### src/rtl/rope_ram.sv
// Generic single-write, single-read RAM with registered read data.
`timescale 1ns / 1ps

module rope_ram #(
  parameter int unsigned WIDTH = 32,
  parameter int unsigned DEPTH = 64,
  localparam int unsigned AW = (DEPTH > 1) ? $clog2(DEPTH) : 1
) (
  input  logic             clk_i,
  input  logic             we_i,
  input  logic [AW-1:0]    waddr_i,
  input  logic [WIDTH-1:0] wdata_i,
  input  logic             re_i,
  input  logic [AW-1:0]    raddr_i,
  output logic [WIDTH-1:0] rdata_o
);

  logic [WIDTH-1:0] mem_q [DEPTH];
  logic [WIDTH-1:0] rdata_q;

  // Write port
  always_ff @(posedge clk_i) begin
    if (we_i) begin
      mem_q[waddr_i] <= wdata_i;
    end
  end

  // Registered read port
  always_ff @(posedge clk_i) begin
    if (re_i) begin
      rdata_q <= mem_q[raddr_i];
    end
  end

  assign rdata_o = rdata_q;

endmodule

### config.mk
export PLATFORM = sky130hd
export DESIGN_NAME = rope_ram
export DESIGN_NICKNAME = d
export VERILOG_FILES = /design/src/rtl/rope_ram.sv
export SDC_FILE = /design/constraint.sdc
export NUM_CORES = 2
export LEC_CHECK = 0
export ABC_AREA = 1
export CORE_UTILIZATION = 55
export CTS_CLUSTER_DIAMETER = 40
export DETAILED_ROUTE_END_ITERATION = 6
export DONT_BUFFER_PORTS = 1
export PLACE_DENSITY = 0.75
export SLEW_MARGIN = 20
export SYNTH_ARGS = -nofsm -noshare
export SYNTH_HDL_FRONTEND = slang
export SYNTH_SLANG_ARGS = --single-unit
### constraint.sdc
create_clock -name clk_i -period 4.8 [get_ports clk_i]
set_clock_uncertainty 0.15 [all_clocks]
set_input_delay 0.48 -clock clk_i [delete_from_list [all_inputs] [get_ports clk_i]]
set_output_delay 0.48 -clock clk_i [all_outputs]
set_load 0.02 [all_outputs]
# Word-level counts from Yosys, hierarchy flattened
# Memories as Yosys holds them, arrays and structs flattened. A register that Yosys moved wholly into a read port is not among the register bits.
# Index checks and enable logic that the tools add are counted.
[classes]
n_mux = 2
[op_table]
columns = ["operator", "count"]
rows = [
  ["two-way mux 1 bit", 2],
]
[totals]
register_bits = 0
ramBits = 2048
out_inout_bits = 32
memories = 1
[mem_list]
columns = ["name", "words", "word_bits", "rd", "rd_clocked_by_memory_dff", "write_ports", "line_no", "source"]
rows = [
  ["mem_q", 64, 32, 1, 1, 1, "18", "logic [WIDTH-1:0] mem_q [DEPTH];"],
]

# Logic depth before layout (Yosys ltp)
[depth]
depth_word = 2
ltp_mapped = 13
depth_no_buf = 9

# Worst setup path before layout
# Ideal clock, no wire load.
[synth_path]
path_type = "input to register"
startpoint = "input we_i"
endpoint = "memory mem_q[48][0] (enable)"
setup_time_ns = 0.502
arrival_ns = 4.108
slack_ns = 0.040
cell_stages = 3
n_path_buf = 1
cell_sequence = "clkbuf_1 -> nand4_1 -> nor4_1"
[synth_via]
elab_chain_cells = 2
[synth_rtl]
columns = ["element", "line_no", "source"]
rows = [
  ["start: declaration", "10", "input logic we_i,"],
  ["two-way mux 1 bit", "23", "if (we_i) begin"],
  ["two-way mux 1 bit (not written as such)", "24", "mem_q[waddr_i] <= wdata_i;"],
  ["end: declaration", "18", ""],
]
# No other way between the ends.

==> flow_summary.ini <==
[synthesis]
synth_top_family_by_area = simple AND/OR/NAND/NOR gates
synth.avg_cell_area_sq_um = 12.27
synthesis.yosys.warnings = 0
synth.ff_latch_count = 2080
synthFlopType = sky130_fd_sc_hd__edfxtp_1
synthesis.area_sq_um = 83060
post_synth_and_or_nand_nor_area_fraction_pct = 22.03
synth_most_common_cell = sky130_fd_sc_hd__nand2_1
synth_top_cell_area_share_pct = 75.20
synth.yosys.seq_area_share_pct = 75.20
post_synth_main_area_contributors = sky130_fd_sc_hd__edfxtp_1 75%, sky130_fd_sc_hd__nand3_1 11%, sky130_fd_sc_hd__nand2_1 10%, sky130_fd_sc_hd__buf_2 1.7%, sky130_fd_sc_hd__buf_4 0.41%
mux_cell_area_share_after_synthesis_pct = 0
synth-edff-count = 2080
mappedNetlistNets = 6816
netlist-cell-type-count = 15
post_synth_inst_count = 6769
synth-xor-area-share_pct = 0
synthTopCellsByCount = 2,248 x sky130_fd_sc_hd__nand2_1, 2,080 x sky130_fd_sc_hd__edfxtp_1, 1,907 x sky130_fd_sc_hd__nand3_1, 282 x sky130_fd_sc_hd__buf_2, 77 x sky130_fd_sc_hd__clkbuf_1
compound_gate_fraction_of_synth_area_pct = 0
synthArstFlopShare_pct = 0
yosys.area_share.adder_pct = 0
synth_top_area_cell = sky130_fd_sc_hd__edfxtp_1

[sta]
final.hold.worst_slack_ns = -0.009792
timing.final.max_slew_violations = 305
slew_headroom_pct = -24.15
setup_violations = 0
final_period_util_pct = 90.55
worst-slew-pin-transition_ns = 1.862
final.setup.tns_ns = 0
maxClockFrequency_mhz = 230.1
final-hold-violation-count = 2
layout_min_cycle_time_ns = 4.347
grt_setup_unrepaired = false

[die]
coreArea_sq_um = 149800
top_level_ports = 79
die_x_um = 390.6
die-height_um = 390.6
starting_density_pct = 55.46
die_area_sq_um = 152600
num_rows = 142

[placed_design]
buffer_ports.inserted = 0
detailedPlacementHpwl_mm = 114.3
finalWeightedCongestion = 0.8519
placedInstanceArea_sq_um = 85190

[global_route]
grt_pass1_wl_mm = 338.5
antenna_violations_before_repair = 13
gr-usage-all-layers_pct = 30.20
first_global_vias = 52793
gr-total-overflow = 0
largest_net_degree_at_the_start_of_global_routing = 1026

[setup_path]
critPathLaunchType = primary input
timing.critical_path.to_type = flop
setup.worst_path.class = primary input to flop
arrival_ns = 4.80
critical_path_required_ns = 5.25
worstPathMaxFanout = 256

[flow_run]
maxCapViolations = 0

[drt]
drt-vias-per-instance = 6.177
drt_first_pass_iters = 7
drtIter0Drc = 8413
route.vias.total = 55247
wl_per_cell_um = 25.91
number_of_nets_with_antenna_violations_after_detailed_routing = 0
remaining_drc_errors = 1
totalWireLength_mm = 231.7

[cts]
numCtsBuffers = 207
cts_htree_levels = 4
cts_tree = built
cts_setup_buffers = 0
clk_pin_slew_worst_paths_ns = 0.07
clock_path_buffers = 3
cts_sinks = 2080
worst_skew_pair.late_latency_ns = 0.85
clock_tree.root_cell = sky130_fd_sc_hd__clkbuf_16
cts_resized = 0

[final_layout]
layout.area.seq_sq_um = 62460
multiInputGateArea_sq_um = 18770
filler_cell_count = 10637
design_area_sq_um = 93610
areaGrowthSynthToFinish_pct = 12.71
drive_above_1_share_pct = 7.975
final_net_count = 6797

[run_status]
run_status = finished with violations
failed_checks = DRC, hold timing, slew limit

[pwr]
worst_vdd_rail_ir_drop_mv = 0.2678
power_leakage_nw = 32.74
finalPower_mw = 38.77
power_density_of_the_placed_cells_nw_per_um2 = 414.2

[min_path]
min_path_type = primary input to flop
-- final timing paths --
| check | startpoint | to | slack [ns] | depth (start not counted) |
|---|---|---|---|---|
| worst max-delay path | raddr_i[0] | rdata_o[19] | 0.45 | 14 |
| worst min-delay path | raddr_i[2] | rdata_o[22] | -0.01 | 6 |
| worst max register to register | mem_q[63][30] | rdata_o[30] | 2.61 | 9 |
| worst min register to register | mem_q[12][4] | rdata_o[4] | 0.73 | 8 |
-- layout make-up --
class / count / area share [%]
Sequential cell: 2080 / 66.72
Multi-Input combinational cell: 4228 / 20.05
Clock buffer: 234 / 5.687
Timing Repair Buffer: 221 / 3.063
Tap cell: 2016 / 2.695
Clock inverter: 147 / 1.681
Inverter: 12 / 0.08688
Antenna cell: 6 / 0.01604
-- where the power goes --
group | switching, mW | internal [mW] | leakage (nW) | total [mW]
clock | 6.89 | 9.50 | 3.32 | 16.4
combinational | 1.51 | 0.604 | 10.7 | 2.12
sequential | 0.126 | 20.1 | 18.7 | 20.3
-- what timing repair did --
action	CTS	global route
endpoints found under the setup margin	0	0
endpoints found under the hold margin	2272	0
hold buffers	79	0
-- stage by stage --
stage               worst slack (ns)  std cells  util [%]
global placement               1.301       8474     56.88
finish                        0.4534       8944     62.50
CTS                            1.989       8934     62.42
global route                  0.1543       8942     62.50
floorplan                    0.04002       6769         -
detailed placement             1.317       8474     56.88
-- cells in the final DEF (no fill, tap or decap), drive strengths merged --
cell type    instances
buf                177
bufinv              28
clkbuf             234
clkinv              83
clkinvlp            18
diode                6
dlygate4sd3         44
edfxtp            2080
inv                 30
nand2             2248
nand3             1907
nand4                9
nor2                56
nor4                 8
-- routing by layer --
metal  part of all wire, %  track usage, %
met3                    13           7.473
met1                    35           39.58
met2                    46           47.42
met4                   5.0           14.60
met5                 0.040               0
-- state kept, by name, indices dropped and copies added, names as in the netlist --
name     flops
mem_q     2048
rdata_o     32
-- worst max-delay path, cell delays in order --
cell                            delay (ns)
sky130_fd_sc_hd__buf_16               0.69
sky130_fd_sc_hd__buf_16               0.48
sky130_fd_sc_hd__buf_16               0.55
sky130_fd_sc_hd__inv_16               0.36
sky130_fd_sc_hd__buf_12               0.34
sky130_fd_sc_hd__nand2_1              0.17
sky130_fd_sc_hd__nand3_1              0.10
sky130_fd_sc_hd__nand3_1              0.14
sky130_fd_sc_hd__nand3_1              0.15
sky130_fd_sc_hd__nand3_1              0.16
sky130_fd_sc_hd__nand2_1              0.07
sky130_fd_sc_hd__nand2_1              0.05
sky130_fd_sc_hd__dlygate4sd3_1        0.54
sky130_fd_sc_hd__nand2_1              0.05
-- logic make-up after synthesis --
logic type / count (synthesis)
and+or+nand+nor: 4228
DFF: 2080
buffers and inverters: 461
Note: power is estimated with default switching activity, not from simulation.
