[src/rtl/rope_pkg.sv]
// Shared types, constants and helper functions for the rotary position embedding block.
`timescale 1ns / 1ps

package rope_pkg;

  // Default sizing
  localparam int unsigned MaxPairsDef    = 64;
  localparam int unsigned CordicItersDef = 24;
  localparam int unsigned CordicMaxIters = 32;

  // CORDIC datapath widths (Q2.30 for x and y, 2^-32 turn units for z)
  localparam int unsigned RotW = 34;

  // Inverse CORDIC gain, Q2.30
  localparam logic signed [RotW-1:0] InvGainQ30 = 34'sd652032874;
  localparam logic signed [RotW-1:0] QuarterTurn = 34'sd1073741824;
  localparam logic signed [RotW-1:0] HalfTurn    = 34'sd2147483648;

  // Operation codes of the func field
  typedef enum logic {
    FUNC_LOAD   = 1'b0,
    FUNC_ROTATE = 1'b1
  } rope_func_e;

  // One input transfer
  typedef struct packed {
    logic               func;
    logic [5:0]         pair_index;
    logic [31:0]        freq_word;
    logic [23:0]        position;
    logic signed [31:0] q_first;
    logic signed [31:0] q_second;
    logic signed [31:0] k_first;
    logic signed [31:0] k_second;
    logic               k_valid;
  } rope_in_t;

  // One result transfer
  typedef struct packed {
    logic signed [31:0] q_first_out;
    logic signed [31:0] q_second_out;
    logic signed [31:0] k_first_out;
    logic signed [31:0] k_second_out;
    logic               k_out_valid;
    logic               was_rotation;
    logic               index_error;
  } rope_out_t;

  // Item context that rides along the pipeline
  typedef struct packed {
    logic               func;
    logic               err;
    logic               k_valid;
    logic signed [31:0] q_first;
    logic signed [31:0] q_second;
    logic signed [31:0] k_first;
    logic signed [31:0] k_second;
  } rope_side_t;

  // CORDIC rotation state
  typedef struct packed {
    logic signed [RotW-1:0] x;
    logic signed [RotW-1:0] y;
    logic signed [RotW-1:0] z;
    logic                   neg;
  } rope_rot_t;

  // Arctangent of 2^-i in units of 2^-32 turn, rounded
  function automatic logic [29:0] atan_turn(input int unsigned i);
    logic [29:0] v;
    case (i)
      0:  v = 30'd536870912;
      1:  v = 30'd316933406;
      2:  v = 30'd167458907;
      3:  v = 30'd85004756;
      4:  v = 30'd42667331;
      5:  v = 30'd21354465;
      6:  v = 30'd10679838;
      7:  v = 30'd5340245;
      8:  v = 30'd2670163;
      9:  v = 30'd1335087;
      10: v = 30'd667544;
      11: v = 30'd333772;
      12: v = 30'd166886;
      13: v = 30'd83443;
      14: v = 30'd41722;
      15: v = 30'd20861;
      16: v = 30'd10430;
      17: v = 30'd5215;
      18: v = 30'd2608;
      19: v = 30'd1304;
      20: v = 30'd652;
      21: v = 30'd326;
      22: v = 30'd163;
      23: v = 30'd81;
      24: v = 30'd41;
      25: v = 30'd20;
      26: v = 30'd10;
      27: v = 30'd5;
      28: v = 30'd3;
      29: v = 30'd1;
      30: v = 30'd1;
      default: v = 30'd0;
    endcase
    return v;
  endfunction

  // Round half up from Q16.16 x Q2.30 sum down to Q16.16, then saturate
  function automatic logic signed [31:0] round_sat(input logic signed [64:0] p);
    logic signed [64:0] r;
    logic signed [31:0] o;
    r = (p + 65'sd536870912) >>> 30;
    if (r > 65'sd2147483647) begin
      o = 32'sh7FFFFFFF;
    end else if (r < -65'sd2147483648) begin
      o = 32'sh80000000;
    end else begin
      o = r[31:0];
    end
    return o;
  endfunction

endpackage

[src/rtl/rope_cell.sv]
// One CORDIC rotation cell: a single micro-rotation with its own register.
`timescale 1ns / 1ps

module rope_cell
  import rope_pkg::*;
#(
  parameter int unsigned SHIFT = 0
) (
  input  logic       clk_i,
  input  logic       rst_ni,
  input  logic       en_i,
  input  logic       valid_i,
  input  rope_rot_t  rot_i,
  input  rope_side_t side_i,
  output logic       valid_o,
  output rope_rot_t  rot_o,
  output rope_side_t side_o
);

  localparam logic signed [RotW-1:0] Atan = RotW'(atan_turn(SHIFT));

  logic       valid_q;
  rope_rot_t  rot_d, rot_q;
  rope_side_t side_q;

  // Micro-rotation toward z = 0
  always_comb begin
    rot_d.neg = rot_i.neg;
    if (rot_i.z >= 0) begin
      rot_d.x = rot_i.x - (rot_i.y >>> SHIFT);
      rot_d.y = rot_i.y + (rot_i.x >>> SHIFT);
      rot_d.z = rot_i.z - Atan;
    end else begin
      rot_d.x = rot_i.x + (rot_i.y >>> SHIFT);
      rot_d.y = rot_i.y - (rot_i.x >>> SHIFT);
      rot_d.z = rot_i.z + Atan;
    end
  end

  always_ff @(posedge clk_i or negedge rst_ni) begin
    if (!rst_ni) begin
      valid_q <= 1'b0;
    end else if (en_i) begin
      valid_q <= valid_i;
    end
  end

  always_ff @(posedge clk_i) begin
    if (en_i) begin
      rot_q  <= rot_d;
      side_q <= side_i;
    end
  end

  assign valid_o = valid_q;
  assign rot_o   = rot_q;
  assign side_o  = side_q;

endmodule
[config.mk]
export PLATFORM = sky130hd
export DESIGN_NAME = rope_cell
export DESIGN_NICKNAME = d
export VERILOG_FILES = /design/src/rtl/rope_pkg.sv /design/src/rtl/rope_cell.sv
export SDC_FILE = /design/constraint.sdc
export NUM_CORES = 1
export LEC_CHECK = 0
export ABC_CLOCK_PERIOD_IN_PS = 900
export CORE_ASPECT_RATIO = 0.6
export CORE_MARGIN = 3
export CORE_UTILIZATION = 50
export CTS_CLUSTER_DIAMETER = 30
export DETAILED_ROUTE_END_ITERATION = 6
export DONT_BUFFER_PORTS = 1
export GPL_ROUTABILITY_DRIVEN = 0
export PLACE_DENSITY = 0.61
export SLEW_MARGIN = 30
export SYNTH_ARGS = -nofsm -noshare
export SYNTH_HDL_FRONTEND = slang
export SYNTH_SLANG_ARGS = --single-unit
export TNS_END_PERCENT = 10
[constraint.sdc]
create_clock -name clk_i -period 0.9 [get_ports clk_i]
set_input_delay 0 -clock clk_i [delete_from_list [all_inputs] [get_ports clk_i]]
set_output_delay 0 -clock clk_i [all_outputs]
set_load 0.1 [all_outputs]
==> results of run 1 <==
[logic make-up after synthesis]
group / Yosys count
simple gates: 265
mux: 20
fa+ha+maj: 108
buf+inv: 148
xor+xnor: 68
compound gates: 324
flops: 234
[cell usage after synthesis (6+ instances only)]
cell,count
o21bai_1,23
xor2_1,11
a21oi_1,125
mux2i_1,19
inv_1,95
o211ai_1,8
edfxtp_1,233
a211oi_1,7
a21o_1,19
nor4_1,14
a31oi_1,10
o21ai_0,64
inv_2,7
nor3_1,28
ha_1,104
clkbuf_1,20
xnor2_1,57
and2_1,8
nor2_1,78
or3_1,7
nor2b_1,12
nand2b_1,13
nand4_1,10
nand2_1,52
a221oi_1,6
nand3_1,16
buf_2,14
[through the flow]
| stage | instance area (um^2) | hold slack (ns) | setup TNS [ns] |
|---|---|---|---|
| after floorplan | 13900 | -0.296 | -75.40 |
| after detailed placement | 21200 | -0.296 | -110.20 |
| after global placement | 21200 | -0.296 | -108.42 |
==> out/summary.json, run 1 <==
{
  "post-place-ws": {"value": -1.84, "unit": "ns"},
  "synth.area.top_cells": {"value": "edfxtp_1 53%, ha_1 9.9%, a21oi_1 4.7%"},
  "area_share_of_xor_xnor_cells_in_the_synthesized_design": {"value": 4.51, "unit": "%"},
  "clk_root_buffer_cell": {"value": "clkbuf_16"},
  "synth.yosys.seq_area_share": {"value": 53.2, "unit": "%"},
  "syn_inst": {"value": 1167},
  "floorplan.io_pins": {"value": 473},
  "cts_inserted_buffers": {"value": 39},
  "synth_adder_area_share": {"value": 10.5, "unit": "%"},
  "clock_tree.htree_level_count": {"value": 2},
  "synth.area.mux_share": {"value": 1.53, "unit": "%"},
  "standard_cell_row_count": {"value": 45},
  "synth-seq-cells": {"value": 234},
  "horizontal_die_dimension": {"value": 216, "unit": "um"},
  "synthFlopType": {"value": "edfxtp_1"},
  "asyncSetResetFlopFracSynth": {"value": 0.427, "unit": "%"},
  "cts.path.max_buffers": {"value": 3},
  "synth_cell_types": {"value": 84},
  "status": {"value": "aborted with a tool error"},
  "dominant_combinational_cell_family_by_area_after_synthesis": {"value": "compound AO/OA/AOI/OAI gates"},
  "dpl.cell_count": {"value": 2039},
  "portBuffers": {"value": 0},
  "yosys.area_share.simple": {"value": 10.1, "unit": "%"},
  "dp_hpwl": {"value": 43.6, "unit": "mm"},
  "numClockSinks": {"value": 234},
  "initial_utilization": {"value": 51.6, "unit": "%"},
  "toolErrorMsg": {"value": "[ERROR DPL-0033] detailed placement checks failed during check placement."},
  "share_of_the_synthesized_area_in_compound_gates_ao_oa_aoi_oai": {"value": 15.8, "unit": "%"},
  "synth_edf_count": {"value": 233},
  "average_instance_area_after_synthesis": {"value": 11.3, "unit": "um^2"},
  "synth-warning-count": {"value": 0},
  "holdBufCountCts": {"value": 172},
  "cts-resized-gates": {"value": 188},
  "failed_stage": {"value": "4_1_cts"},
  "netlist_area": {"value": 13200, "unit": "um^2"},
  "chipHeight": {"value": 132, "unit": "um"},
  "post_cts_buffers": {"value": 24},
  "synth_top_cell_area_share": {"value": 53.0, "unit": "%"},
  "syn_nets": {"value": 1513},
  "synth_top_cell_by_area": {"value": "edfxtp_1"}
}
==> run 2: changes to the inputs <==
Settings changed: CORE_ASPECT_RATIO 0.6 to unset, CORE_UTILIZATION 50 to 35, CTS_CLUSTER_DIAMETER 30 to unset, PLACE_DENSITY 0.61 to unset, PLACE_DENSITY_LB_ADDON set to 0.15.
==> run 2 against run 1 <==
The flow now finishes, with violations (negative hold slack, negative setup slack). Area after synthesis unchanged. Synthesized cell count did not move.
==> out/summary.json, run 2 <==
{
  "static-leakage-power": {"value": 10.6, "unit": "nW"},
  "final_cell_mix": {"value": "312 x buf_4, 244 x buf_12, 233 x edfxtp_1, 179 x dlygate4sd3_1, 80 x a21oi_1"},
  "worstSetupStartpointType": {"value": "primary input"},
  "netlist_area": {"value": 13200, "unit": "um^2", "change": "unchanged"},
  "timing.final.hold_violations": {"value": 204},
  "starting_drc_count_in_detailed_routing": {"value": 1059},
  "finish.instance_area": {"value": 25700, "unit": "um^2"},
  "route.layer.met1.wl": {"value": 23.4, "unit": "mm"},
  "fp.dieArea": {"value": 40100, "unit": "um^2"},
  "cts.path.max_buffers": {"value": 3, "change": "unchanged"},
  "clock_power_share": {"value": 24.7, "unit": "%"},
  "synth.area.top_cells": {"value": "edfxtp_1 53%, ha_1 9.9%, a21oi_1 4.7%"},
  "clock-skew-final": {"value": 0, "unit": "ns"},
  "dp_hpwl": {"value": 43.3, "unit": "mm", "change": "-0.65%"},
  "path_max_fanout": {"value": 3},
  "post-route-period-util": {"value": 220, "unit": "%"},
  "worstPathRequired": {"value": 1.20, "unit": "ns"},
  "post-route-drc-count": {"value": 0},
  "power_frac_comb": {"value": 45.4, "unit": "%"},
  "initial_utilization": {"value": 35.8, "unit": "%", "change": "-16 points"},
  "placeableCoreArea": {"value": 36900, "unit": "um^2"},
  "slew-limit-headroom": {"value": 59.9, "unit": "%"},
  "first_global_vias": {"value": 13126},
  "average_instance_area_after_synthesis": {"value": 11.3, "unit": "um^2", "change": "unchanged"},
  "timing.max_cap.violations": {"value": 0},
  "setup_ws": {"value": -1.08, "unit": "ns"},
  "r2r_start": {"value": "valid_o$_DFFE_PN0P_"},
  "layout.cells.most_common": {"value": "buf_4"},
  "detailroute.via_count": {"value": 12998},
  "cts_inserted_buffers": {"value": 28, "change": "-28%"},
  "setup_viol": {"value": 305},
  "reg_clk_slew_reported_paths": {"value": 0.07, "unit": "ns"},
  "worst_slew_pin_slew": {"value": 0.601, "unit": "ns"},
  "reg2reg_to": {"value": "valid_o$_DFFE_PN0P_"},
  "global_route_wire_length_before_repair": {"value": 87.0, "unit": "mm"},
  "largest_register_ff_count": {"value": 131},
  "horizontal_die_dimension": {"value": 200, "unit": "um", "change": "-7.2%"},
  "synth_top_cell_by_area": {"value": "edfxtp_1"},
  "combined_global_route_utilization_of_all_metal_layers": {"value": 28.2, "unit": "%"},
  "routed-wl-met2": {"value": 29.9, "unit": "mm"},
  "synthFlopType": {"value": "edfxtp_1"},
  "power.density": {"value": 1900, "unit": "nW/um^2"},
  "clk_root_buffer_cell": {"value": "clkbuf_16"},
  "largest_net_degree_at_the_start_of_global_routing": {"value": 235},
  "standard_cell_row_count": {"value": 70, "change": "+56%"},
  "numClockSinks": {"value": 234, "change": "unchanged"},
  "detail-route-antenna-nets": {"value": 0},
  "violations": {"value": "negative hold slack, negative setup slack"},
  "fill_cell_instance_count_of_the_final_layout": {"value": 2514},
  "shortest_period_the_worst_path_allows": {"value": 1.98, "unit": "ns"},
  "layout-area-overhead-vs-synth": {"value": 94.7, "unit": "%"},
  "p_total": {"value": 0.0489, "unit": "W"},
  "critical_path.endpoint_type": {"value": "flip-flop"},
  "portBuffers": {"value": 0, "change": "unchanged"},
  "syn_inst": {"value": 1167, "change": "unchanged"},
  "top_layer": {"value": "met5"},
  "chipHeight": {"value": 200, "unit": "um", "change": "+52%"},
  "totalNegativeSetupSlack": {"value": -115.52, "unit": "ns"},
  "synth_common_cells": {"value": "233 x edfxtp_1, 125 x a21oi_1, 104 x ha_1, 95 x inv_1, 78 x nor2_1"},
  "final_layout_size_suffix_gt1_share": {"value": 46.0, "unit": "%"},
  "switching_pwr": {"value": 0.0193, "unit": "W"},
  "tritoncts": {"value": "done"},
  "setup.reg_to_reg.worst_slack": {"value": 0.09, "unit": "ns"},
  "syn_nets": {"value": 1513, "change": "unchanged"},
  "critPathLaunch": {"value": "rot_i[35]"},
  "power_frac_seq": {"value": 29.8, "unit": "%"},
  "synth-warning-count": {"value": 0, "change": "unchanged"},
  "clock_tree.htree_level_count": {"value": 1, "change": "-1"},
  "nNetsFinal": {"value": 2269},
  "whs_endpoint": {"value": "side_o[44]$_DFFE_PP_"},
  "synth_edf_count": {"value": 233, "change": "unchanged"},
  "met3_length": {"value": 4.30, "unit": "mm"},
  "worst_ep_arrival_time": {"value": 2.28, "unit": "ns"},
  "reg2reg_depth": {"value": 1},
  "holdCritStartpoint": {"value": "en_i"},
  "grt_setup_unrepaired": {"value": "true"},
  "hold_depth": {"value": 0},
  "drt-pass1-iter-count": {"value": 5},
  "synth_top_cell_area_share": {"value": 53.0, "unit": "%", "change": "unchanged"},
  "holdBufCountCts": {"value": 179, "change": "+4.1%"},
  "vdd.ir_drop.worst": {"value": 1380, "unit": "uV"},
  "hp-class": {"value": "in -> reg"},
  "clk_latency": {"value": 0.54, "unit": "ns"},
  "power.switching_fraction": {"value": 39.5, "unit": "%"},
  "asyncSetResetFlopFracSynth": {"value": 0.427, "unit": "%", "change": "unchanged"},
  "grt_antenna_before_repair": {"value": 8},
  "detailed_route_wl": {"value": 59.7, "unit": "mm"},
  "status": {"value": "finished, violations left"},
  "final_max_slew_viol_count": {"value": 0},
  "post_place_instance_area": {"value": 21200, "unit": "um^2", "change": "+0.21%"},
  "floorplan.io_pins": {"value": 473, "change": "unchanged"},
  "synth_cell_types": {"value": 84, "change": "unchanged"},
  "critPathKind": {"value": "in -> reg"},
  "achievable-frequency": {"value": 505, "unit": "MHz"},
  "hold_slack": {"value": -0.417, "unit": "ns"},
  "synth-seq-cells": {"value": 234, "change": "unchanged"},
  "post_drt_wl_per_cell": {"value": 24.3, "unit": "um"},
  "globalRouteOverflowTotal": {"value": 0},
  "internal-power": {"value": 0.0296, "unit": "W"},
  "vias_per_cell": {"value": 5.29},
  "synth.yosys.seq_area_share": {"value": 53.2, "unit": "%", "change": "unchanged"},
  "yosysMostFrequentCell": {"value": "edfxtp_1"}
}
-- run 2: cell counts after synthesis --
No cell type changed its count.
-- run 2: logic make-up (layout without fill, tap and decap cells) --
logic type      after synthesis  after routing  synth area share, %
other cells                   0              6                    0
compound gates              324            324                 15.8
flops                       234            234                 53.2
mux                          20             20                 1.53
simple gates                265            265                 10.1
buf+inv                     148            926                 4.53
xor+xnor                     68             68                 4.51
fa+ha+maj                   108            108                 10.5
-- run 2: routing by layer --
metal | vias up | global-route usage [%]
li1 | 5808 | -
met1 | 6412 | 34.9
met2 | 661 | 49.9
met3 | 109 | 5.75
met4 | 8 | 8.21
met5 | - | 0
-- run 2: worst max-delay path by stage --
stage	end	depth (start not counted)
2_1_floorplan	rot_o[81]$_DFFE_PP_	11
3_3_place_gp	rot_o[68]$_DFFE_PP_	11
3_5_place_dp	rot_o[68]$_DFFE_PP_	11
4_1_cts	rot_o[95]$_DFFE_PP_	12
5_1_grt	rot_o[47]$_DFFE_PP_	12
6_report	rot_o[81]$_DFFE_PP_	12
-- run 2: layout make-up --
class / count / area [um^2] / share of cell area, %
antenna: 6 / 15.0 / 0.0584
clock buffer: 32 / 737 / 2.87
clock inverter: 20 / 236 / 0.920
inverter: 105 / 513 / 2.00
multi-input combinational: 785 / 7090 / 27.6
sequential: 234 / 7020 / 27.3
tap: 504 / 631 / 2.45
timing repair buffer: 769 / 9460 / 36.8
-- run 2: critical path: stages --
cell and delay, ns:
ha_4 0.15, fa_2 0.34, nor2b_4 0.15, o221ai_4 0.20
buf_6 0.14, a21oi_2 0.05, or4_4 0.43, a311oi_2 0.31
o21ba_1 0.17, o21bai_2 0.08, a21oi_1 0.18, xnor2_1 0.09
-- run 2: through the flow --
| stage | utilization, % | setup slack, ns | instances | hold slack (ns) |
|---|---|---|---|---|
| 2_1_floorplan | - | -1.55 | 1167 | -0.296 |
| 6_report | 69.7 | -1.08 | 2455 | -0.417 |
| 4_1_cts | 68.0 | -0.983 | 2429 | -0.444 |
| 3_3_place_gp | 57.6 | -1.82 | 2170 | -0.296 |
| 5_1_grt | 69.7 | -1.15 | 2454 | -0.451 |
| 3_5_place_dp | 57.6 | -1.87 | 2170 | -0.296 |
-- run 2: power by group through the flow --
stage | combinational [W] | sequential [W] | clock [W]
after floorplan | 0.00389 | 0.0223 | 0
after global placement | 0.0198 | 0.0147 | 0
after detailed placement | 0.0199 | 0.0148 | 0
after CTS | 0.0215 | 0.0146 | 0.0123
after global routing | 0.0228 | 0.0147 | 0.0128
final | 0.0222 | 0.0146 | 0.0121
-- run 2: repair_timing --
item | 4_1_cts | 5_1_grt
pin swaps | 101 | 56
hold endpoints to repair | 420 | 239
gates cloned | 1 | 1
gates resized for setup | 207 | 103
endpoints found under the setup margin | 305 | 305
buffers inserted | 27 | 25
Note: power is estimated with default switching activity, not from simulation.
==> run 3: changes to the inputs <==
Settings changed: BUFFER_PORTS_ARGS set to -buffer_cell sky130_fd_sc_hd__buf_2, DONT_BUFFER_PORTS 1 to unset, GPL_TIMING_DRIVEN set to 1, SKIP_LAST_GASP set to 1.
==> run 3 against run 2 <==
The flow finishes with violations (negative setup slack). Register-to-register slack better by 0.02 ns. Count of clock-buffer cells in the layout up 1. First-iteration DRC count up 29%. Critical path depth unchanged. Sequential power about the same. Die area unchanged. Total power down 1.6%. Largest cell class unchanged.
==> out/summary.json, run 3 (same netlist as run 2, synthesis figures left out) <==
{
  "hp-class": {"value": "in -> reg"},
  "setup_ws": {"value": -1.21, "unit": "ns", "change": "-0.132 ns"},
  "combined_global_route_utilization_of_all_metal_layers": {"value": 29.9, "unit": "%", "change": "+1.7 points"},
  "reg_clk_slew_reported_paths": {"value": 0.06, "unit": "ns", "change": "about the same"},
  "critPathKind": {"value": "in -> reg"},
  "post-route-drc-count": {"value": 0, "change": "unchanged"},
  "final_max_slew_viol_count": {"value": 0, "change": "unchanged"},
  "slew-limit-headroom": {"value": 62.4, "unit": "%", "change": "+2.5 points"},
  "initial_utilization": {"value": 35.8, "unit": "%", "change": "unchanged"},
  "post-route-period-util": {"value": 235, "unit": "%", "change": "+15 points"},
  "numClockSinks": {"value": 234, "change": "unchanged"},
  "grt_setup_unrepaired": {"value": "true"},
  "clock-skew-final": {"value": 0, "unit": "ns", "change": "unchanged"},
  "clk_root_buffer_cell": {"value": "clkbuf_16"},
  "largest_net_degree_at_the_start_of_global_routing": {"value": 53, "change": "-77%"},
  "post-place-ws": {"value": -1.95, "unit": "ns", "change": "-0.0716 ns"},
  "globalRouteOverflowTotal": {"value": 0, "change": "unchanged"},
  "critPathLaunch": {"value": "rot_i[36]"},
  "clk_latency": {"value": 0.53, "unit": "ns", "change": "about the same"},
  "r2r_start": {"value": "valid_o$_DFFE_PN0P_"},
  "post_drt_wl_per_cell": {"value": 22.9, "unit": "um", "change": "-5.7%"},
  "worst_slew_pin_slew": {"value": 0.558, "unit": "ns", "change": "-0.0429 ns"},
  "reg2reg_depth": {"value": 1, "change": "unchanged"},
  "power_frac_comb": {"value": 48.3, "unit": "%", "change": "+2.9 points"},
  "switching_pwr": {"value": 0.0198, "unit": "W", "change": "+2.8%"},
  "standard_cell_row_count": {"value": 70, "change": "unchanged"},
  "power.switching_fraction": {"value": 41.3, "unit": "%", "change": "+1.8 points"},
  "detail-route-antenna-nets": {"value": 0, "change": "unchanged"},
  "path_max_fanout": {"value": 3, "change": "unchanged"},
  "first_global_vias": {"value": 14479, "change": "+10%"},
  "violations": {"value": "negative setup slack"},
  "worstPathRequired": {"value": 1.18, "unit": "ns", "change": "-0.02 ns"},
  "timing.final.hold_violations": {"value": 0, "change": "-100%"},
  "setup.reg_to_reg.worst_slack": {"value": 0.11, "unit": "ns", "change": "+0.02 ns"},
  "grt_antenna_before_repair": {"value": 12, "change": "+4"},
  "power_frac_seq": {"value": 30.4, "unit": "%", "change": "+0.6 points"},
  "largest_register_ff_count": {"value": 131, "change": "unchanged"},
  "status": {"value": "finished, violations left"},
  "portBuffers": {"value": 472, "change": "+472"},
  "whs_endpoint": {"value": "rot_o[31]$_DFFE_PP_"},
  "worst_ep_arrival_time": {"value": 2.40, "unit": "ns", "change": "+0.12 ns"},
  "final_layout_size_suffix_gt1_share": {"value": 52.0, "unit": "%", "change": "+6.1 points"},
  "tritoncts": {"value": "done"},
  "static-leakage-power": {"value": 11.7, "unit": "nW", "change": "+11%"},
  "cts.path.max_buffers": {"value": 3, "change": "unchanged"},
  "vdd.ir_drop.worst": {"value": 1450, "unit": "uV", "change": "+4.9%"},
  "fp.dieArea": {"value": 40100, "unit": "um^2", "change": "unchanged"},
  "critical_path.endpoint_type": {"value": "flip-flop"},
  "power.density": {"value": 1780, "unit": "nW/um^2", "change": "-6.3%"},
  "placeableCoreArea": {"value": 36900, "unit": "um^2", "change": "unchanged"},
  "setup_viol": {"value": 305, "change": "unchanged"},
  "chipHeight": {"value": 200, "unit": "um", "change": "unchanged"},
  "worstSetupStartpointType": {"value": "primary input"},
  "stage_delay_of_the_slowest_cell_on_the_critical_path": {"value": 0.52, "unit": "ns", "change": "+0.09 ns"},
  "final_cell_mix": {"value": "376 x buf_4, 254 x buf_12, 233 x edfxtp_1, 224 x buf_2, 168 x dlygate4sd3_1"},
  "horizontal_die_dimension": {"value": 200, "unit": "um", "change": "unchanged"},
  "internal-power": {"value": 0.0282, "unit": "W", "change": "-4.5%"},
  "holdCritStartpoint": {"value": "rot_i[31]"},
  "achievable-frequency": {"value": 473, "unit": "MHz", "change": "-6.3%"},
  "slowest_stage": {"value": "or4_4"},
  "reg2reg_to": {"value": "valid_o$_DFFE_PN0P_"},
  "starting_drc_count_in_detailed_routing": {"value": 1371, "change": "+29%"},
  "finish.instance_area": {"value": 27000, "unit": "um^2", "change": "+5.0%"},
  "path_cells": {"value": "buf_8, buf_6, fa_2, nor2b_4, o221ai_4, a21oi_2, or4_4, a311oi_2, o21ba_1, o21bai_1, a21oi_1, xnor2_1"},
  "nNetsFinal": {"value": 2560, "change": "+13%"},
  "post_place_instance_area": {"value": 23000, "unit": "um^2", "change": "+8.3%"},
  "global_route_wire_length_before_repair": {"value": 92.9, "unit": "mm", "change": "+6.8%"},
  "clock_power_share": {"value": 21.3, "unit": "%", "change": "-3.4 points"},
  "hold_depth": {"value": 3, "change": "+3"},
  "p_total": {"value": 0.0481, "unit": "W", "change": "-1.6%"},
  "timing.max_cap.violations": {"value": 0, "change": "unchanged"},
  "vias_per_cell": {"value": 5.19, "change": "-1.9%"},
  "layout-area-overhead-vs-synth": {"value": 104, "unit": "%"},
  "clock_tree.htree_level_count": {"value": 1, "change": "unchanged"},
  "layout.cells.most_common": {"value": "buf_4"},
  "dp_hpwl": {"value": 45.5, "unit": "mm", "change": "+5.2%"},
  "drt-pass1-iter-count": {"value": 6, "change": "+1"},
  "detailroute.via_count": {"value": 14253, "change": "+9.7%"},
  "shortest_period_the_worst_path_allows": {"value": 2.11, "unit": "ns", "change": "+0.132 ns"},
  "cts_inserted_buffers": {"value": 27, "change": "-3.6%"},
  "floorplan.io_pins": {"value": 473, "change": "unchanged"},
  "detailed_route_wl": {"value": 62.9, "unit": "mm", "change": "+5.4%"}
}
[run 3: worst max path at each step]
stage / to / slack, ns / cells past startpoint
global route: rot_o[61]$_DFFE_PP_ / -1.24 / 15
global placement: rot_o[68]$_DFFE_PP_ / -1.94 / 13
finish: rot_o[81]$_DFFE_PP_ / -1.21 / 12
detailed placement: rot_o[68]$_DFFE_PP_ / -1.95 / 13
floorplan: rot_o[81]$_DFFE_PP_ / -1.55 / 11
CTS: rot_o[81]$_DFFE_PP_ / -1.12 / 12
[run 3: metal layers]
layer  GRT usage (%)  vias up  routed length [um]
met3            4.96      199                4560
met4            12.9        8                3450
met5               0        -                  50
li1                -     6380                   -
met1            36.5     6875               23600
met2            52.4      791               31300
[run 3: per-stage QoR]
stage | hold WS [ns] | std cells | TNS, ns | utilization [%]
after floorplan | -0.296 | 1167 | -75.40 | -
after global placement | -0.225 | 2469 | -114.48 | 62.4
after detailed placement | -0.224 | 2469 | -112.68 | 62.4
after CTS | -0.0269 | 2725 | -125.20 | 72.0
after global routing | 0.00702 | 2743 | -137.67 | 73.2
final | 0.0157 | 2745 | -124.27 | 73.2
[run 3: power by group through the flow]
stage	clock [W]	sequential, W	combinational, W
after global routing	0.0108	0.0147	0.0239
after CTS	0.0103	0.0146	0.0226
after detailed placement	0	0.0148	0.0210
final	0.0103	0.0146	0.0232
after global placement	0	0.0148	0.0209
after floorplan	0	0.0223	0.00389
[run 3: layout make-up]
class / count / area [um^2]
clock buffer: 33 / 698
fill: 2373 / 9880
clock inverter: 15 / 92.6
inverter: 105 / 434
tap: 504 / 631
multi-input combinational: 785 / 6910
sequential: 234 / 7020
antenna: 8 / 20.0
timing repair buffer: 1061 / 11200
[run 3: timing repair]
| item | 4_1_cts | 5_1_grt |
|---|---|---|
| hold buffers | 168 | 0 |
| pin swaps | 102 | 54 |
| buffers inserted | 41 | 14 |
| resized for setup | 159 | 83 |
| endpoints found under the setup margin | 305 | 360 |
| hold endpoints to repair | 203 | 0 |
| cloned | 1 | 1 |
[run 3: critical path: cells and delay by family]
kind            cells  cell delay [ns]
xor+xnor            1             0.09
fa+ha+maj           1             0.37
buf+inv             2             0.22
simple gates        2             0.66
compound gates      6             1.04
==> run 4: changes to the inputs <==
Settings changed: CAP_MARGIN set to 20, SKIP_CTS_REPAIR_TIMING set to 1.
==> run 4 against run 3 <==
The flow still finishes with violations (negative setup slack). Worst hold slack improved by 0.014 ns. Register-to-register slack is essentially flat. First-iteration DRC count down 3.3%. Count of clock-buffer cells in the layout is the same. Clock skew is the same. Die area unchanged. Critical endpoint is now rot_o[101]$_DFFE_PP_. Clock power about the same. Utilization down 0.064 points. Largest power group unchanged. Via count is 0.87% lower. Critical path depth rose by 2.
==> out/summary.json, run 4 (same netlist as run 2, synthesis figures left out) <==
{
  "status": {"value": "finished, violations left"},
  "violations": {"value": "negative setup slack"},
  "holdCritStartpoint": {"value": "rot_i[31]"},
  "vdd.ir_drop.worst": {"value": 1470, "unit": "uV", "change": "+1.8%"},
  "critPathLaunch": {"value": "rot_i[69]"},
  "clock_tree.htree_level_count": {"value": 1, "change": "unchanged"},
  "post-route-period-util": {"value": 238, "unit": "%", "change": "+3.3 points"},
  "combined_global_route_utilization_of_all_metal_layers": {"value": 26.1, "unit": "%", "change": "-3.8 points"},
  "worstSetupStartpointType": {"value": "primary input"},
  "hp-class": {"value": "in -> reg"},
  "standard_cell_row_count": {"value": 70, "change": "unchanged"},
  "path_max_fanout": {"value": 3, "change": "unchanged"},
  "largest_net_degree_at_the_start_of_global_routing": {"value": 53, "change": "unchanged"},
  "grt_antenna_before_repair": {"value": 9, "change": "-3"},
  "detail-route-antenna-nets": {"value": 0, "change": "unchanged"},
  "detailed_route_wl": {"value": 62.2, "unit": "mm", "change": "-1.1%"},
  "floorplan.io_pins": {"value": 473, "change": "unchanged"},
  "post_drt_wl_per_cell": {"value": 22.8, "unit": "um", "change": "-0.59%"},
  "achievable-frequency": {"value": 466, "unit": "MHz", "change": "-1.4%"},
  "clock-skew-final": {"value": 0, "unit": "ns", "change": "unchanged"},
  "initial_utilization": {"value": 35.8, "unit": "%", "change": "unchanged"},
  "layout.cells.most_common": {"value": "buf_4"},
  "timing.final.hold_violations": {"value": 0, "change": "unchanged"},
  "power.switching_fraction": {"value": 41.2, "unit": "%", "change": "-0.072 points"},
  "setup_viol": {"value": 314, "change": "+3.0%"},
  "final_cell_mix": {"value": "357 x buf_4, 253 x buf_12, 233 x edfxtp_1, 221 x buf_2, 168 x dlygate4sd3_1"},
  "starting_drc_count_in_detailed_routing": {"value": 1326, "change": "-3.3%"},
  "final_core_util": {"value": 73.2, "unit": "%", "change": "about the same"},
  "post-place-ws": {"value": -1.95, "unit": "ns", "change": "unchanged"},
  "final_layout_size_suffix_gt1_share": {"value": 51.3, "unit": "%", "change": "-0.78 points"},
  "vias_per_cell": {"value": 5.17, "change": "-0.36%"},
  "dp_hpwl": {"value": 45.5, "unit": "mm", "change": "unchanged"},
  "hold_slack": {"value": 0.0301, "unit": "ns", "change": "+0.0144 ns"},
  "horizontal_die_dimension": {"value": 200, "unit": "um", "change": "unchanged"},
  "nNetsFinal": {"value": 2545, "change": "-0.59%"},
  "r2r_start": {"value": "valid_o$_DFFE_PN0P_"},
  "finish.instance_area": {"value": 27000, "unit": "um^2", "change": "about the same"},
  "worst_slew_pin_slew": {"value": 0.518, "unit": "ns", "change": "-0.0398 ns"},
  "numClockSinks": {"value": 234, "change": "unchanged"},
  "detailroute.via_count": {"value": 14129, "change": "-0.87%"},
  "internal-power": {"value": 0.0282, "unit": "W", "change": "about the same"},
  "post-route-drc-count": {"value": 0, "change": "unchanged"},
  "slew-limit-headroom": {"value": 65.2, "unit": "%", "change": "+2.8 points"},
  "clk_latency": {"value": 0.53, "unit": "ns", "change": "about the same"},
  "drt-pass1-iter-count": {"value": 5, "change": "-1"},
  "power.density": {"value": 1780, "unit": "nW/um^2", "change": "about the same"},
  "portBuffers": {"value": 472, "change": "unchanged"},
  "critPathKind": {"value": "in -> reg"},
  "cts.path.max_buffers": {"value": 3, "change": "unchanged"},
  "first_global_vias": {"value": 12749, "change": "-12%"},
  "globalRouteOverflowTotal": {"value": 0, "change": "unchanged"},
  "clock_power_share": {"value": 21.3, "unit": "%", "change": "about the same"},
  "hold_depth": {"value": 3, "change": "unchanged"},
  "global_route_wire_length_before_repair": {"value": 80.6, "unit": "mm", "change": "-13%"},
  "post_place_instance_area": {"value": 23000, "unit": "um^2", "change": "unchanged"},
  "setup_ws": {"value": -1.24, "unit": "ns", "change": "-0.0295 ns"},
  "worstPathRequired": {"value": 1.18, "unit": "ns", "change": "about the same"},
  "tritoncts": {"value": "done"},
  "reg2reg_to": {"value": "valid_o$_DFFE_PN0P_"},
  "largest_register_ff_count": {"value": 131, "change": "unchanged"},
  "placeableCoreArea": {"value": 36900, "unit": "um^2", "change": "unchanged"},
  "final_max_slew_viol_count": {"value": 0, "change": "unchanged"},
  "switching_pwr": {"value": 0.0198, "unit": "W", "change": "-0.35%"},
  "reg_clk_slew_reported_paths": {"value": 0.06, "unit": "ns", "change": "about the same"},
  "fp.dieArea": {"value": 40100, "unit": "um^2", "change": "unchanged"},
  "setup.reg_to_reg.worst_slack": {"value": 0.11, "unit": "ns", "change": "about the same"},
  "critical_path.endpoint_type": {"value": "flip-flop"},
  "static-leakage-power": {"value": 11.6, "unit": "nW", "change": "-0.69%"},
  "fill_cell_instance_count_of_the_final_layout": {"value": 2388, "change": "+0.63%"},
  "timing.max_cap.violations": {"value": 0, "change": "unchanged"},
  "chipHeight": {"value": 200, "unit": "um", "change": "unchanged"},
  "power_frac_seq": {"value": 30.4, "unit": "%", "change": "about the same"},
  "clk_root_buffer_cell": {"value": "clkbuf_16"},
  "worst_ep_arrival_time": {"value": 2.43, "unit": "ns", "change": "+0.03 ns"},
  "layout-area-overhead-vs-synth": {"value": 104, "unit": "%", "change": "about the same"},
  "critPathCapture": {"value": "rot_o[101]$_DFFE_PP_"},
  "grt_setup_unrepaired": {"value": "true"},
  "cts_inserted_buffers": {"value": 27, "change": "unchanged"},
  "shortest_period_the_worst_path_allows": {"value": 2.14, "unit": "ns", "change": "+0.0295 ns"},
  "power_frac_comb": {"value": 48.3, "unit": "%", "change": "about the same"},
  "reg2reg_depth": {"value": 1, "change": "unchanged"}
}
[run 4: changes by cell type in the layout (fill, tap and decap cells not counted), sizes merged]
cell	previous run	this run
diode	8	9
buf	892	877
[run 4: critical path: stages]
cell      delay, ns
buf_8          0.11
ha_4           0.16
fa_2           0.35
nor2b_4        0.15
o221ai_4       0.22
buf_6          0.14
a21oi_4        0.06
a31oi_4        0.25
buf_6          0.14
o21ai_2        0.08
and2_4         0.22
a311oi_4       0.26
mux2i_1        0.14
xnor2_1        0.14
[run 4: power by group through the flow]
| stage | clock network [W] | registers [W] | logic (W) |
|---|---|---|---|
| after floorplan | 0 | 0.0223 | 0.00389 |
| after global placement | 0 | 0.0148 | 0.0209 |
| after detailed placement | 0 | 0.0148 | 0.0210 |
| after CTS | 0.0103 | 0.0146 | 0.0211 |
| after global routing | 0.0108 | 0.0147 | 0.0238 |
| final | 0.0102 | 0.0146 | 0.0232 |
[run 4: worst min path at each step]
stage,endpoint
finish,rot_o[31]$_DFFE_PP_
floorplan,valid_o$_DFFE_PN0P_
CTS,valid_o$_DFFE_PN0P_
global placement,valid_o$_DFFE_PN0P_
global route,rot_o[31]$_DFFE_PP_
detailed placement,valid_o$_DFFE_PN0P_
[run 4: per-layer routing]
layer / vias up / track usage (%) / part of all wire, % / wire length, um
li1: 6354 / - / - / -
met1: 6889 / 33.8 / 39 / 24200
met2: 746 / 46.6 / 51 / 31500
met3: 138 / 3.69 / 6.9 / 4290
met4: 2 / 6.15 / 3.6 / 2270
met5: - / 0 / 0.019 / 12
[run 4: stage by stage]
stage / power, W / setup TNS [ns] / cells
5_1_grt: 0.0493 / -145.46 / 2728
2_1_floorplan: 0.0262 / -75.40 / 1167
4_1_cts: 0.0459 / -138.85 / 2517
3_3_place_gp: 0.0356 / -114.48 / 2469
3_5_place_dp: 0.0358 / -112.68 / 2469
6_report: 0.0480 / -132.14 / 2731
[run 4: final cells by class]
cell class	count	area [um^2]	share of cell area [%]
timing repair buffer	1046	11100	41.2
clock buffer	33	698	2.59
multi-input combinational	785	6940	25.7
inverter	105	447	1.66
sequential	234	7020	26.0
clock inverter	15	92.6	0.343
tap	504	631	2.34
antenna	9	22.5	0.0835
